[src/rtl/core/trt_pkg.sv]
// ----------------------------------------------------------------------------
// trt_pkg
// Types, codes and serial-number helpers for the reassembly range tracker.
// ----------------------------------------------------------------------------
package trt_pkg;

    localparam int RANGE_SLOTS_DEF = 32;
    localparam logic [20:0] BUF_RESET = 21'd65536;
    localparam logic [15:0] WINDOW_MAX = 16'd65535;

    localparam logic [1:0] FUNC_SEGMENT = 2'd0;
    localparam logic [1:0] FUNC_CONSUME = 2'd1;
    localparam logic [1:0] FUNC_START   = 2'd2;

    localparam logic [1:0] STATUS_DUP     = 2'd0;
    localparam logic [1:0] STATUS_BEYOND  = 2'd1;
    localparam logic [1:0] STATUS_HELD    = 2'd2;
    localparam logic [1:0] STATUS_ADVANCE = 2'd3;

    typedef enum logic [1:0] {
        OP_SEG,
        OP_CONSUME,
        OP_START,
        OP_NOP
    } op_t;

    typedef struct packed {
        logic [1:0]  func;
        logic [31:0] seq_number;
        logic [15:0] byte_count;
    } in_item_t;

    typedef struct packed {
        logic [1:0]  status;
        logic [31:0] next_expected;
        logic [20:0] delivered_bytes;
        logic [5:0]  held_ranges;
        logic        table_full;
        logic        immediate_ack;
        logic [15:0] window;
    } out_item_t;

    // decoded command handed from front to back
    typedef struct packed {
        op_t         op;
        logic        empty;
        logic [31:0] seq;
        logic [31:0] seg_end;
        logic [15:0] cnt;
    } cmd_t;

    function automatic logic sq_lt(input logic [31:0] a, input logic [31:0] b);
        logic [31:0] d;
        d = a - b;
        return d[31];
    endfunction

    function automatic logic sq_le(input logic [31:0] a, input logic [31:0] b);
        return (a == b) || sq_lt(a, b);
    endfunction

    function automatic logic sq_gt(input logic [31:0] a, input logic [31:0] b);
        return sq_lt(b, a);
    endfunction

endpackage

[src/rtl/core/trt_front.sv]
// ----------------------------------------------------------------------------
// trt_front
// Accepts input items and decodes them into commands for the queue.
// ----------------------------------------------------------------------------
module trt_front (
    input  logic              s_valid,
    output logic              s_ready,
    input  trt_pkg::in_item_t s_data,
    output logic              push,
    output trt_pkg::cmd_t     push_cmd,
    input  logic              q_full
);

    always_comb begin
        s_ready          = !q_full;
        push             = s_valid && !q_full;
        push_cmd.seq     = s_data.seq_number;
        push_cmd.cnt     = s_data.byte_count;
        push_cmd.seg_end = s_data.seq_number + {16'd0, s_data.byte_count};
        push_cmd.empty   = (s_data.byte_count == 16'd0);
        unique case (s_data.func)
            trt_pkg::FUNC_SEGMENT: push_cmd.op = trt_pkg::OP_SEG;
            trt_pkg::FUNC_CONSUME: push_cmd.op = trt_pkg::OP_CONSUME;
            trt_pkg::FUNC_START:   push_cmd.op = trt_pkg::OP_START;
            default:               push_cmd.op = trt_pkg::OP_NOP;
        endcase
    end

endmodule

[src/rtl/core/trt_queue.sv]
// ----------------------------------------------------------------------------
// trt_queue
// Two-entry command queue between the front and the back.
// ----------------------------------------------------------------------------
module trt_queue (
    input  logic          aclk,
    input  logic          aresetn,
    input  logic          push,
    input  trt_pkg::cmd_t push_cmd,
    output logic          q_full,
    input  logic          pop,
    output logic          q_avail,
    output trt_pkg::cmd_t pop_cmd
);

    trt_pkg::cmd_t slot_reg [2];
    logic          wr_ptr_reg;
    logic          rd_ptr_reg;
    logic [1:0]    fill_reg;

    assign q_full  = (fill_reg == 2'd2);
    assign q_avail = (fill_reg != 2'd0);
    assign pop_cmd = slot_reg[rd_ptr_reg];

    always_ff @(posedge aclk) begin
        if (push) begin
            slot_reg[wr_ptr_reg] <= push_cmd;
        end
        if (!aresetn) begin
            wr_ptr_reg <= 1'b0;
            rd_ptr_reg <= 1'b0;
            fill_reg   <= 2'd0;
        end else begin
            if (push) wr_ptr_reg <= !wr_ptr_reg;
            if (pop)  rd_ptr_reg <= !rd_ptr_reg;
            fill_reg <= fill_reg + {1'b0, push} - {1'b0, pop};
        end
    end

endmodule

[src/rtl/core/trt_back.sv]
// ----------------------------------------------------------------------------
// trt_back
// Executes commands: range table merge, in-order advance, consume, start.
// ----------------------------------------------------------------------------
module trt_back #(
    parameter int RANGE_SLOTS = trt_pkg::RANGE_SLOTS_DEF
) (
    input  logic               aclk,
    input  logic               aresetn,
    input  logic               cfg_wr_en,
    input  logic [20:0]        cfg_wr_data,
    input  logic               q_avail,
    input  trt_pkg::cmd_t      pop_cmd,
    output logic               pop,
    output logic               m_valid,
    input  logic               m_ready,
    output trt_pkg::out_item_t m_data
);

    localparam int IW = (RANGE_SLOTS > 1) ? $clog2(RANGE_SLOTS) : 1;
    localparam int CW = $clog2(RANGE_SLOTS + 1);
    localparam logic [CW-1:0] SLOTS = CW'(RANGE_SLOTS);

    typedef enum logic [3:0] {
        ST_IDLE,
        ST_CHECK,
        ST_SCAN,
        ST_CMP,
        ST_RM_RD,
        ST_RM_WR,
        ST_INS,
        ST_ADV_END,
        ST_FIN
    } state_t;

    state_t        state_reg;
    trt_pkg::cmd_t cmd_reg;
    logic [20:0]   buf_reg;
    logic [31:0]   exp_reg;
    logic [31:0]   rp_reg;
    logic [CW-1:0] cnt_reg;
    logic [CW-1:0] k_reg;
    logic [31:0]   acc_s_reg;
    logic [31:0]   acc_e_reg;
    logic [31:0]   nxt_reg;
    logic          chg_reg;
    logic          adv_mode_reg;
    logic [1:0]    status_reg;
    logic [20:0]   deliv_reg;
    logic          full_reg;
    logic          ack_reg;
    logic          m_valid_reg;
    trt_pkg::out_item_t m_data_reg;

    // range table
    logic [31:0] mem_s [RANGE_SLOTS];
    logic [31:0] mem_e [RANGE_SLOTS];
    logic [31:0] rd_s_reg;
    logic [31:0] rd_e_reg;
    logic [IW-1:0] rd_addr;
    logic [IW-1:0] wr_addr;
    logic          wr_en;
    logic [31:0]   wr_s;
    logic [31:0]   wr_e;

    logic [31:0] limit;
    logic [31:0] clip_end;
    logic [31:0] buffered;
    logic [31:0] consume_n;
    logic        k_is_last;
    logic [33:0] win_full;
    logic [15:0] win;
    logic        touch;
    logic        fin_ok;
    logic        seg_live;
    logic        seg_dup;
    logic        seg_beyond;
    logic        seg_take;
    logic        at_cap;

    always_comb begin
        limit     = rp_reg + {11'd0, buf_reg};
        clip_end  = trt_pkg::sq_gt(cmd_reg.seg_end, limit) ? limit : cmd_reg.seg_end;
        buffered  = exp_reg - rp_reg;
        consume_n = ({16'd0, cmd_reg.cnt} < buffered) ? {16'd0, cmd_reg.cnt} : buffered;
        k_is_last = (CW'(k_reg + 1'b1) == cnt_reg);
        touch     = trt_pkg::sq_le(acc_s_reg, rd_e_reg) && trt_pkg::sq_le(rd_s_reg, acc_e_reg);
        win_full  = {13'd0, buf_reg} - {{2{buffered[31]}}, buffered};
        if (win_full[33]) begin
            win = 16'd0;
        end else if (win_full[32:16] != 17'd0) begin
            win = trt_pkg::WINDOW_MAX;
        end else begin
            win = win_full[15:0];
        end
        fin_ok = !m_valid_reg || m_ready;
        seg_live   = (cmd_reg.op == trt_pkg::OP_SEG) && !cmd_reg.empty;
        seg_dup    = seg_live && trt_pkg::sq_le(cmd_reg.seg_end, exp_reg);
        seg_beyond = seg_live && !seg_dup && !trt_pkg::sq_lt(cmd_reg.seq, limit);
        seg_take   = seg_live && !seg_dup && !seg_beyond;
        // no room: item's range is lost, advance still runs
        at_cap     = seg_take && (cnt_reg == SLOTS);
    end

    always_comb begin
        rd_addr = (state_reg == ST_RM_RD) ? cnt_reg[IW-1:0] : k_reg[IW-1:0];
        wr_en   = (state_reg == ST_RM_WR) || (state_reg == ST_INS);
        wr_addr = (state_reg == ST_INS) ? cnt_reg[IW-1:0] : k_reg[IW-1:0];
        wr_s    = (state_reg == ST_INS) ? acc_s_reg : rd_s_reg;
        wr_e    = (state_reg == ST_INS) ? acc_e_reg : rd_e_reg;
    end

    always_ff @(posedge aclk) begin
        if (wr_en) begin
            mem_s[wr_addr] <= wr_s;
            mem_e[wr_addr] <= wr_e;
        end
        rd_s_reg <= mem_s[rd_addr];
        rd_e_reg <= mem_e[rd_addr];
    end

    assign pop     = (state_reg == ST_IDLE) && q_avail;
    assign m_valid = m_valid_reg;
    assign m_data  = m_data_reg;

    always_ff @(posedge aclk) begin
        if (!aresetn) begin
            state_reg   <= ST_IDLE;
            buf_reg     <= trt_pkg::BUF_RESET;
            exp_reg     <= 32'd0;
            rp_reg      <= 32'd0;
            cnt_reg     <= '0;
            m_valid_reg <= 1'b0;
        end else begin
            if (cfg_wr_en) buf_reg <= cfg_wr_data;
            if (m_valid_reg && m_ready && state_reg != ST_FIN) m_valid_reg <= 1'b0;
            unique case (state_reg)
                ST_IDLE: begin
                    if (q_avail) begin
                        cmd_reg   <= pop_cmd;
                        state_reg <= ST_CHECK;
                    end
                end
                ST_CHECK: begin
                    deliv_reg    <= 21'd0;
                    k_reg        <= '0;
                    chg_reg      <= 1'b0;
                    nxt_reg      <= exp_reg;
                    acc_s_reg    <= cmd_reg.seq;
                    acc_e_reg    <= clip_end;
                    status_reg   <= seg_beyond ? trt_pkg::STATUS_BEYOND : trt_pkg::STATUS_DUP;
                    ack_reg      <= seg_dup || seg_beyond;
                    full_reg     <= at_cap;
                    adv_mode_reg <= at_cap;
                    state_reg    <= seg_take ? ST_SCAN : ST_FIN;
                    unique case (cmd_reg.op)
                        trt_pkg::OP_CONSUME: begin
                            if (!buffered[31] && buffered != 32'd0) begin
                                rp_reg <= rp_reg + consume_n;
                            end
                        end
                        trt_pkg::OP_START: begin
                            exp_reg <= cmd_reg.seq + 32'd1;
                            rp_reg  <= cmd_reg.seq + 32'd1;
                            cnt_reg <= '0;
                        end
                        default: begin
                        end
                    endcase
                end
                ST_SCAN: begin
                    if (k_reg == cnt_reg) begin
                        k_reg   <= '0;
                        chg_reg <= 1'b0;
                        if (!chg_reg) begin
                            state_reg <= adv_mode_reg ? ST_ADV_END : ST_INS;
                        end
                    end else begin
                        state_reg <= ST_CMP;
                    end
                end
                ST_CMP: begin
                    priority if (!adv_mode_reg && touch) begin
                        if (trt_pkg::sq_lt(rd_s_reg, acc_s_reg)) acc_s_reg <= rd_s_reg;
                        if (trt_pkg::sq_gt(rd_e_reg, acc_e_reg)) acc_e_reg <= rd_e_reg;
                        chg_reg   <= 1'b1;
                        cnt_reg   <= cnt_reg - 1'b1;
                        state_reg <= k_is_last ? ST_SCAN : ST_RM_RD;
                    end else if (adv_mode_reg && trt_pkg::sq_le(rd_s_reg, nxt_reg)) begin
                        if (trt_pkg::sq_gt(rd_e_reg, nxt_reg)) nxt_reg <= rd_e_reg;
                        chg_reg   <= 1'b1;
                        cnt_reg   <= cnt_reg - 1'b1;
                        state_reg <= k_is_last ? ST_SCAN : ST_RM_RD;
                    end else begin
                        k_reg     <= k_reg + 1'b1;
                        state_reg <= ST_SCAN;
                    end
                end
                ST_RM_RD: begin
                    state_reg <= ST_RM_WR;
                end
                ST_RM_WR: begin
                    // last entry moved into the hole; recheck same slot
                    state_reg <= ST_SCAN;
                end
                ST_INS: begin
                    cnt_reg      <= cnt_reg + 1'b1;
                    adv_mode_reg <= 1'b1;
                    state_reg    <= ST_SCAN;
                end
                ST_ADV_END: begin
                    if (trt_pkg::sq_gt(nxt_reg, exp_reg)) begin
                        deliv_reg  <= 21'(nxt_reg - exp_reg);
                        exp_reg    <= nxt_reg;
                        status_reg <= trt_pkg::STATUS_ADVANCE;
                        ack_reg    <= (cnt_reg != '0);
                    end else begin
                        status_reg <= trt_pkg::STATUS_HELD;
                        ack_reg    <= 1'b1;
                    end
                    state_reg <= ST_FIN;
                end
                ST_FIN: begin
                    if (fin_ok) begin
                        m_valid_reg                <= 1'b1;
                        m_data_reg.status          <= status_reg;
                        m_data_reg.next_expected   <= exp_reg;
                        m_data_reg.delivered_bytes <= deliv_reg;
                        m_data_reg.held_ranges     <= 6'(cnt_reg);
                        m_data_reg.table_full      <= full_reg;
                        m_data_reg.immediate_ack   <= ack_reg;
                        m_data_reg.window          <= win;
                        state_reg                  <= ST_IDLE;
                    end
                end
                default: begin
                    state_reg <= ST_IDLE;
                end
            endcase
        end
    end

endmodule

[src/rtl/core/tcp_reassembly_range_tracker.sv]
// ----------------------------------------------------------------------------
// tcp_reassembly_range_tracker
// TCP receive reassembly tracker with an out-of-order range table.
// ----------------------------------------------------------------------------
// One item at a time is executed. Consume, start and rejected segments pass
// from the queue through the check state straight to the result. An accepted
// segment walks the range table through one memory read port: each pass
// visits every stored range in the scan and compare states, a removal adds
// the move read and write states, and merge and advance repeat passes until
// nothing changes. A two-entry queue lets the input take items while the
// engine works.
module tcp_reassembly_range_tracker #(
    parameter int RANGE_SLOTS = trt_pkg::RANGE_SLOTS_DEF
) (
    input  logic               aclk,
    input  logic               aresetn,
    input  logic               cfg_wr_en,
    input  logic [20:0]        cfg_wr_data,
    input  logic               s_valid,
    output logic               s_ready,
    input  trt_pkg::in_item_t  s_data,
    output logic               m_valid,
    input  logic               m_ready,
    output trt_pkg::out_item_t m_data
);

    logic          push;
    trt_pkg::cmd_t push_cmd;
    logic          q_full;
    logic          pop;
    logic          q_avail;
    trt_pkg::cmd_t pop_cmd;

    trt_front u_front (
        .s_valid  (s_valid),
        .s_ready  (s_ready),
        .s_data   (s_data),
        .push     (push),
        .push_cmd (push_cmd),
        .q_full   (q_full)
    );

    trt_queue u_queue (
        .aclk     (aclk),
        .aresetn  (aresetn),
        .push     (push),
        .push_cmd (push_cmd),
        .q_full   (q_full),
        .pop      (pop),
        .q_avail  (q_avail),
        .pop_cmd  (pop_cmd)
    );

    trt_back #(
        .RANGE_SLOTS (RANGE_SLOTS)
    ) u_back (
        .aclk        (aclk),
        .aresetn     (aresetn),
        .cfg_wr_en   (cfg_wr_en),
        .cfg_wr_data (cfg_wr_data),
        .q_avail     (q_avail),
        .pop_cmd     (pop_cmd),
        .pop         (pop),
        .m_valid     (m_valid),
        .m_ready     (m_ready),
        .m_data      (m_data)
    );

endmodule

[config.mk]
export PLATFORM = sky130hd
export DESIGN_NAME = tcp_reassembly_range_tracker
export DESIGN_NICKNAME = d
export VERILOG_FILES = /design/src/rtl/core/trt_pkg.sv /design/src/rtl/core/trt_front.sv /design/src/rtl/core/trt_queue.sv /design/src/rtl/core/trt_back.sv /design/src/rtl/core/tcp_reassembly_range_tracker.sv
export SDC_FILE = /design/constraint.sdc
export NUM_CORES = 2
export LEC_CHECK = 0
export BUFFER_PORTS_ARGS = -buffer_cell sky130_fd_sc_hd__buf_2
export CORE_ASPECT_RATIO = 0.75
export CORE_MARGIN = 1.5
export CORE_UTILIZATION = 55
export DETAILED_ROUTE_END_ITERATION = 6
export GPL_ROUTABILITY_DRIVEN = 1
export PLACE_DENSITY = 0.75
export SYNTH_ARGS = -nofsm -noshare
export SYNTH_HDL_FRONTEND = slang
export SYNTH_SLANG_ARGS = --single-unit
[constraint.sdc]
create_clock -name aclk -period 10.44 [get_ports aclk]
set_input_delay 1.044 -clock aclk [delete_from_list [all_inputs] [get_ports aclk]]
set_output_delay 1.044 -clock aclk [all_outputs]
set_load 0.03 [all_outputs]
==> Word-level counts from Yosys, hierarchy flattened <==
Memories as Yosys holds them, arrays and structs flattened. A register that Yosys moved wholly into a read port is not among the register bits.
Index checks and enable logic that the tools add are counted.
W data, S select, Z words.
{ "word_totals": {"latch_bits": 0, "output_inout_bits": 81, "ram_bits": 2214, "n_memories": 3, "rom_bits": 0, "ff_bits": 308} }
{ "classes": {"reduce_logical": 61, "n_shift": 0, "eq_ne": 36, "mul": 0, "n_addsub": 22, "bitwise_logic": 0, "mux": 60, "n_div": 0, "order_cmp": 1} }
{ "mem_list": {"columns": ["memory", "depth", "width", "read_ports", "rd_clocked_by_memory_dff", "wr", "line", "rtl"], "rows": [
  ["u_back.mem_e", 32, 32, 1, 1, 1, "trt_back.sv:57", "logic [31:0] mem_e [RANGE_SLOTS];"],
  ["u_back.mem_s", 32, 32, 1, 1, 1, "trt_back.sv:56", "logic [31:0] mem_s [RANGE_SLOTS];"],
  ["u_queue.slot_reg", 2, 83, 1, 1, 1, "trt_queue.sv:16", "trt_pkg::cmd_t slot_reg [2];"]
]} }
{ "op_table": {"columns": ["op", "n"], "rows": [
  ["$mux W32", 14],
  ["$sub A32 B32 Y32", 11],
  ["$pmux W32 S2", 5],
  ["$eq A32 B32 Y1", 4],
  ["$pmux W21 S2", 1],
  ["$mux W6", 6],
  ["$pmux W6 S3", 2],
  ["$sub A22 B32 Y33", 1],
  ["$add A32 B1 Y32 const B", 1],
  ["$add A32 B16 Y32", 1],
  ["$add A32 B21 Y32", 1],
  ["$add A32 B32 Y32", 1],
  ["$lt A16 B32 Y1", 1],
  ["$pmux W4 S8", 1],
  ["$reduce_bool A32 Y1", 1],
  ["$mux W4", 7],
  ["$mux W21", 1],
  ["$reduce_and A3 Y1", 7],
  ["$sub A21 B21 Y21", 1],
  ["$ne A2 B1 Y1 const B", 10],
  ["$reduce_bool A17 Y1", 1],
  ["$eq A4 B3 Y1 const B", 4],
  ["$logic_not A16 Y1", 1],
  ["$mux W16", 1],
  ["other kinds (34)", 96]
]} }

==> Logic depth before layout (Yosys ltp) <==
{ "logic_depth": {"ltp_word": 10, "mapped_depth": 34, "mapped_depth_nobuf": 34} }

==> Hierarchy <==
Synthesis repeated with hierarchy kept, for this count alone.
{ "hier_totals": {"hier_cells": 7820, "area_unflattened_um2": 118611.3} }
{ "modules_own_cells": {"columns": ["mod", "area_per_inst_um2", "instances", "seq_area_each_um2", "cells_per_inst"], "rows": [
  ["trt_back", 110601.1, 1, 73440.4, 7344],
  ["trt_queue", 6566.3, 1, 5084.9, 279],
  ["trt_front", 1443.9, 1, 0.0, 197]
]} }

==> Worst setup path after synthesis <==
No wires, ideal clock.
{ "synth_timing": {"kind": "input-to-reg", "start": "input aresetn", "end": "register u_back.m_data_reg (netlist bit u_back.m_data[0]), enable pin", "setup_slack_ps": 2721, "arrival_time_ps": 7089, "path_stages": 3, "path_buffers": 1, "path_cell_list": "inv_1 clkbuf_1 nor3b_1"} }
{ "synth_via": {"elab_chain_cells": 1} }
{ "synth_lines": {"columns": ["item", "line", "rtl"], "rows": [
  ["start: declaration", "tcp_reassembly_range_tracker.sv:16", "input logic aresetn,"],
  ["$reduce_and A3 Y1 (no line)", null, null],
  ["end: declaration", "trt_back.sv:53", "trt_pkg::out_item_t m_data_reg;"]
]} }
Every way passes these cells.
A chain may end at the register's enable or synchronous reset.

==> Final worst setup path <==
{ "layout_timing": {"start": "register u_back.exp_reg[0]", "end": "register u_back.rp_reg[29]"} }
{ "layout_via": {"elab_chain_cells": 6, "elab_cells_between_ends": 11, "cone_classes": "add/sub (2); order compare (1); eq/ne (1); mux (3); reduce/logical (4)"} }
{ "layout_lines": {"columns": ["item", "line", "rtl"], "rows": [
  ["start: declaration", "trt_back.sv:39", "logic [31:0] exp_reg;"],
  ["start signal: assignment", "trt_back.sv:163", "exp_reg <= cmd_reg.seq + 32'd1;"],
  ["start signal: assignment", "trt_back.sv:214", "exp_reg <= nxt_reg;"],
  ["$sub A32 B32 Y32 (*)", "trt_back.sv:84", "buffered = exp_reg - rp_reg;"],
  ["$lt A16 B32 Y1", "trt_back.sv:85", "consume_n = ({16'd0, cmd_reg.cnt} < buffered) ? {16'd0, cmd_reg.cnt} : buffered;"],
  ["$mux W32", "trt_back.sv:85", null],
  ["$add A32 B32 Y32", "trt_back.sv:159", "rp_reg <= rp_reg + consume_n;"],
  ["$mux W32", "trt_back.sv:158", "if (!buffered[31] && buffered != 32'd0) begin"],
  ["$pmux W32 S2", "trt_back.sv:156", "unique case (cmd_reg.op)"],
  ["end signal: assignment", "trt_back.sv:159", null],
  ["end signal: assignment", "trt_back.sv:164", "rp_reg <= cmd_reg.seq + 32'd1;"],
  ["end: declaration", "trt_back.sv:40", "logic [31:0] rp_reg;"]
]} }
Every way passes the cells marked *; elsewhere a longest branch is shown, timed or not. The select of a mux whose other input is x is not followed.

==> impl_metrics.toml <==
[outcome]
run_status = "finished, violations left"
violations_in_the_final_reports = "DRC, capacitance limit, slew limit"

[die]
die_area_mm2 = 0.216
top_level_ports = 157
rows = 146
floorplan.initialDensity_pct = 55.5
dieWidth_um = 536
die_height_um = 403
floorplan.core_area_mm2 = 0.212

[cts]
ctsHoldBuffers = 0
worstSkewPairLatency_ns = 0.91
cts_max_level = 4
cts.sink_count = 2669
cts_root_buffer = "sky130_fd_sc_hd__clkbuf_16"
cts_tree = "done"
max-clock-path-buffers = 4
path_clk_slew_ns = 0.08
gates_resized_cts_repair = 0
postCtsSetupBuffers = 0
numCtsBuffers = 244

[yosys]
postSynthAreaPerCell_um2 = 15.3
synth_most_common_cell = "sky130_fd_sc_hd__edfxtp_1"
seq_area_frac_synth_pct = 66.9
netlist_instances = 7678
number_of_flops_mapped_to_enable_cells_by_yosys = 2505
syn_area_mm2 = 0.117
netlist_top_cells_count = "sky130_fd_sc_hd__edfxtp_1 (2505), sky130_fd_sc_hd__nand2_1 (932), sky130_fd_sc_hd__mux4_2 (512)"
synth_async_sr_flop_share_pct = 0
synthDominantAreaCellType = "sky130_fd_sc_hd__edfxtp_1"
ys_top_cells_by_area = "sky130_fd_sc_hd__edfxtp_1 (64%), sky130_fd_sc_hd__mux4_2 (9.8%), sky130_fd_sc_hd__ha_1 (5.0%), sky130_fd_sc_hd__nand2_1 (3.0%), sky130_fd_sc_hd__dfxtp_1 (2.8%)"
yosys.cell_types.count = 83
synth.ff_latch_count = 2669
yosysTopAreaCellShare_pct = 64.1
yosys_most_used_dff = "sky130_fd_sc_hd__edfxtp_1"
ys_warn_count = 0

[detailed_routing]
vias = 73302
wire_per_inst_um = 32.5
avgViaCountPerCell = 6.69
detail-route-antenna-nets = 0
drt_iter0_drc = 12050
drt_pass1_iterations = 7
drcViolationCount = 4
detail_route.wirelength_um = 356000

[global_routing]
global_route_wire_length_before_repair_um = 501000
antenna_found_initial = 25
largest_net_degree_at_the_start_of_global_routing = 149
grt_pass1_vias = 70006
grt_overflow_total = 0
groute.usage.overall_pct = 32.7

[critical_path]
worst-endpoint-arrival_ns = 9.53
cp_top_family = "compound AO/OA/AOI/OAI gates"
worst-path-buf-inv = 4
cp_num_cells = 32
critPathSlowestCell = "sky130_fd_sc_hd__a2111oi_0"
crit_fanout = 18
cp-start-kind = "register"
critPathMaxStageDelay_ns = 0.53
worstSetupPathType = "reg -> reg"
worstPathRequired_ns = 11.21
reg2reg_depth = 32
end_kind = "register"

[timing]
max_slew_margin_pct = -6.80
ratio_of_final_minimum_period_to_clock_period_pct = 83.9
finClkSkew_ns = 0.0839
tightest_slew_ns = 1.59
max_clock_freq_mhz = 114
timing.final.setup_violations = 0
min_clock_period_post_route_ns = 8.75
unrepaired_setup_endpoints_after_global_routing = "no"
setup_total_negative_slack_ns = 0
hold_viol = 0
count_of_final_max_slew_check_failures = 3

[placement]
dp_cells = 10492
detailedPlacementHpwl_um = 220000
portBuffers = 156
gpl.final_weighted_congestion = 1.11

[cells_and_area]
layout.filler_cells = 15098
nets = 8475
multiInputGateArea_mm2 = 0.0370
layout.area.seq_mm2 = 0.0785
finalNonFillerCells = 10949
final_layout_size_suffix_gt1_share_pct = 17.8
synthToLayoutAreaGrowth_pct = 11.1

[power_and_ir_drop]
netSwitchingFraction_pct = 33.5
clock_power_share_pct = 28.2
totalPowerFinal_mw = 31.8
largest_vdd_supply_drop_v = 0.000309
sequentialPowerShare_pct = 43.3
power.combinational.fraction_pct = 28.4
cellPowerDensity_mw_per_mm2 = 244
internal_power_mw = 21.1
power.net_switching_mw = 10.7
total_leakage_power_nw = 45.9

[min_path]
worst_hold_check_path_type = "in -> reg"
hold-path-cell-count = 1

[run]
cap_violations = 1
## cell families after synthesis
logic type	share of synthesized area, %
buffers and inverters	2.17
adder cells (fa/ha/maj)	5.12
other	0.00320
AND/OR/NAND/NOR	7.70
flip-flops	66.9
multiplexers	11.5
AO/OA/AOI/OAI	5.02
XOR/XNOR	1.54
## power by group through the flow
stage                     Clock [mW]  Combinational (mW)  Sequential, mW
after floorplan                    0                6.03            13.6
after global placement             0                8.54            13.9
after detailed placement           0                8.70            13.9
after CTS                       9.02                8.77            13.7
after global routing            9.39                9.72            13.7
final                           8.98                9.04            13.8
## final timing paths
| check | from | end | slack [ns] |
|---|---|---|---|
| max | u_back.exp_reg[0] | u_back.rp_reg[29] | 1.69 |
| min | s_data[48] | u_queue.slot_reg[1][81] | 0.35 |
| max reg2reg | u_back.exp_reg[0] | u_back.rp_reg[29] | 1.69 |
| min reg2reg | u_back.deliv_reg[0] | u_back.m_data[24] | 0.40 |
## worst register-to-register path: cells and delay by family, from the launching register on
kind,cells,cell delay (ns)
multiplexers,1,0.38
AND/OR/NAND/NOR,3,0.43
AO/OA/AOI/OAI,18,5.20
flip-flops,1,0.35
adder cells (fa/ha/maj),4,1.29
buffers and inverters,4,0.65
XOR/XNOR,2,0.39
## layout make-up
cell class                 instances  share of cell area, %
clock buffer                     313                   5.06
inverter                         335                  0.969
multi-input combinational       4351                   28.4
sequential                      2669                   60.2
tap                             2812                   2.70
antenna                            8                 0.0154
timing repair buffer             325                   1.65
clock inverter                   136                  0.965
## metrics by stage
step	setup WS (ns)	util, %	hold slack [ns]	instance area (um^2)
after floorplan	2.72	-	0.400	117000
after global placement	2.06	57.9	0.405	122000
after detailed placement	1.78	57.9	0.405	122000
after CTS	1.76	61.6	0.295	130000
after global routing	1.09	61.6	0.315	130000
final	1.69	61.6	0.347	130000
## metal layers
metal / up-vias / track usage (%) / wire (um)
met5: - / 0 / 567
met4: 26 / 9.65 / 11400
met1: 36928 / 48.0 / 138000
li1: 29992 / - / -
met2: 5590 / 45.5 / 150000
met3: 766 / 12.1 / 56400
## layout by cell type (no fill, tap or decap), types with 15 or more instances in the layout
cell and count:
sky130_fd_sc_hd__a211oi_1 73, sky130_fd_sc_hd__a21o_1 138, sky130_fd_sc_hd__a21oi_1 191, sky130_fd_sc_hd__a31oi_1 39, sky130_fd_sc_hd__and3_1 28, sky130_fd_sc_hd__buf_2 156
sky130_fd_sc_hd__buf_4 161, sky130_fd_sc_hd__bufinv_16 19, sky130_fd_sc_hd__clkbuf_1 48, sky130_fd_sc_hd__clkbuf_16 246, sky130_fd_sc_hd__clkbuf_8 19, sky130_fd_sc_hd__clkinv_1 33
sky130_fd_sc_hd__clkinv_2 53, sky130_fd_sc_hd__conb_1 15, sky130_fd_sc_hd__dfxtp_1 163, sky130_fd_sc_hd__edfxtp_1 2505, sky130_fd_sc_hd__ha_1 466, sky130_fd_sc_hd__inv_1 331
sky130_fd_sc_hd__mux2_2 97, sky130_fd_sc_hd__mux2i_1 86, sky130_fd_sc_hd__mux4_2 512, sky130_fd_sc_hd__nand2_1 932, sky130_fd_sc_hd__nand2b_1 37, sky130_fd_sc_hd__nand3_1 485
sky130_fd_sc_hd__nand4_1 70, sky130_fd_sc_hd__nor2_1 251, sky130_fd_sc_hd__nor2_4 33, sky130_fd_sc_hd__nor2b_1 50, sky130_fd_sc_hd__nor3_1 51, sky130_fd_sc_hd__nor4_1 18
sky130_fd_sc_hd__o211ai_1 17, sky130_fd_sc_hd__o21a_1 51, sky130_fd_sc_hd__o21ai_0 199, sky130_fd_sc_hd__o21ai_2 55, sky130_fd_sc_hd__o21bai_1 21, sky130_fd_sc_hd__xnor2_1 124
sky130_fd_sc_hd__xor2_1 77
No activity file was read; power rests on OpenSTA's default activity.
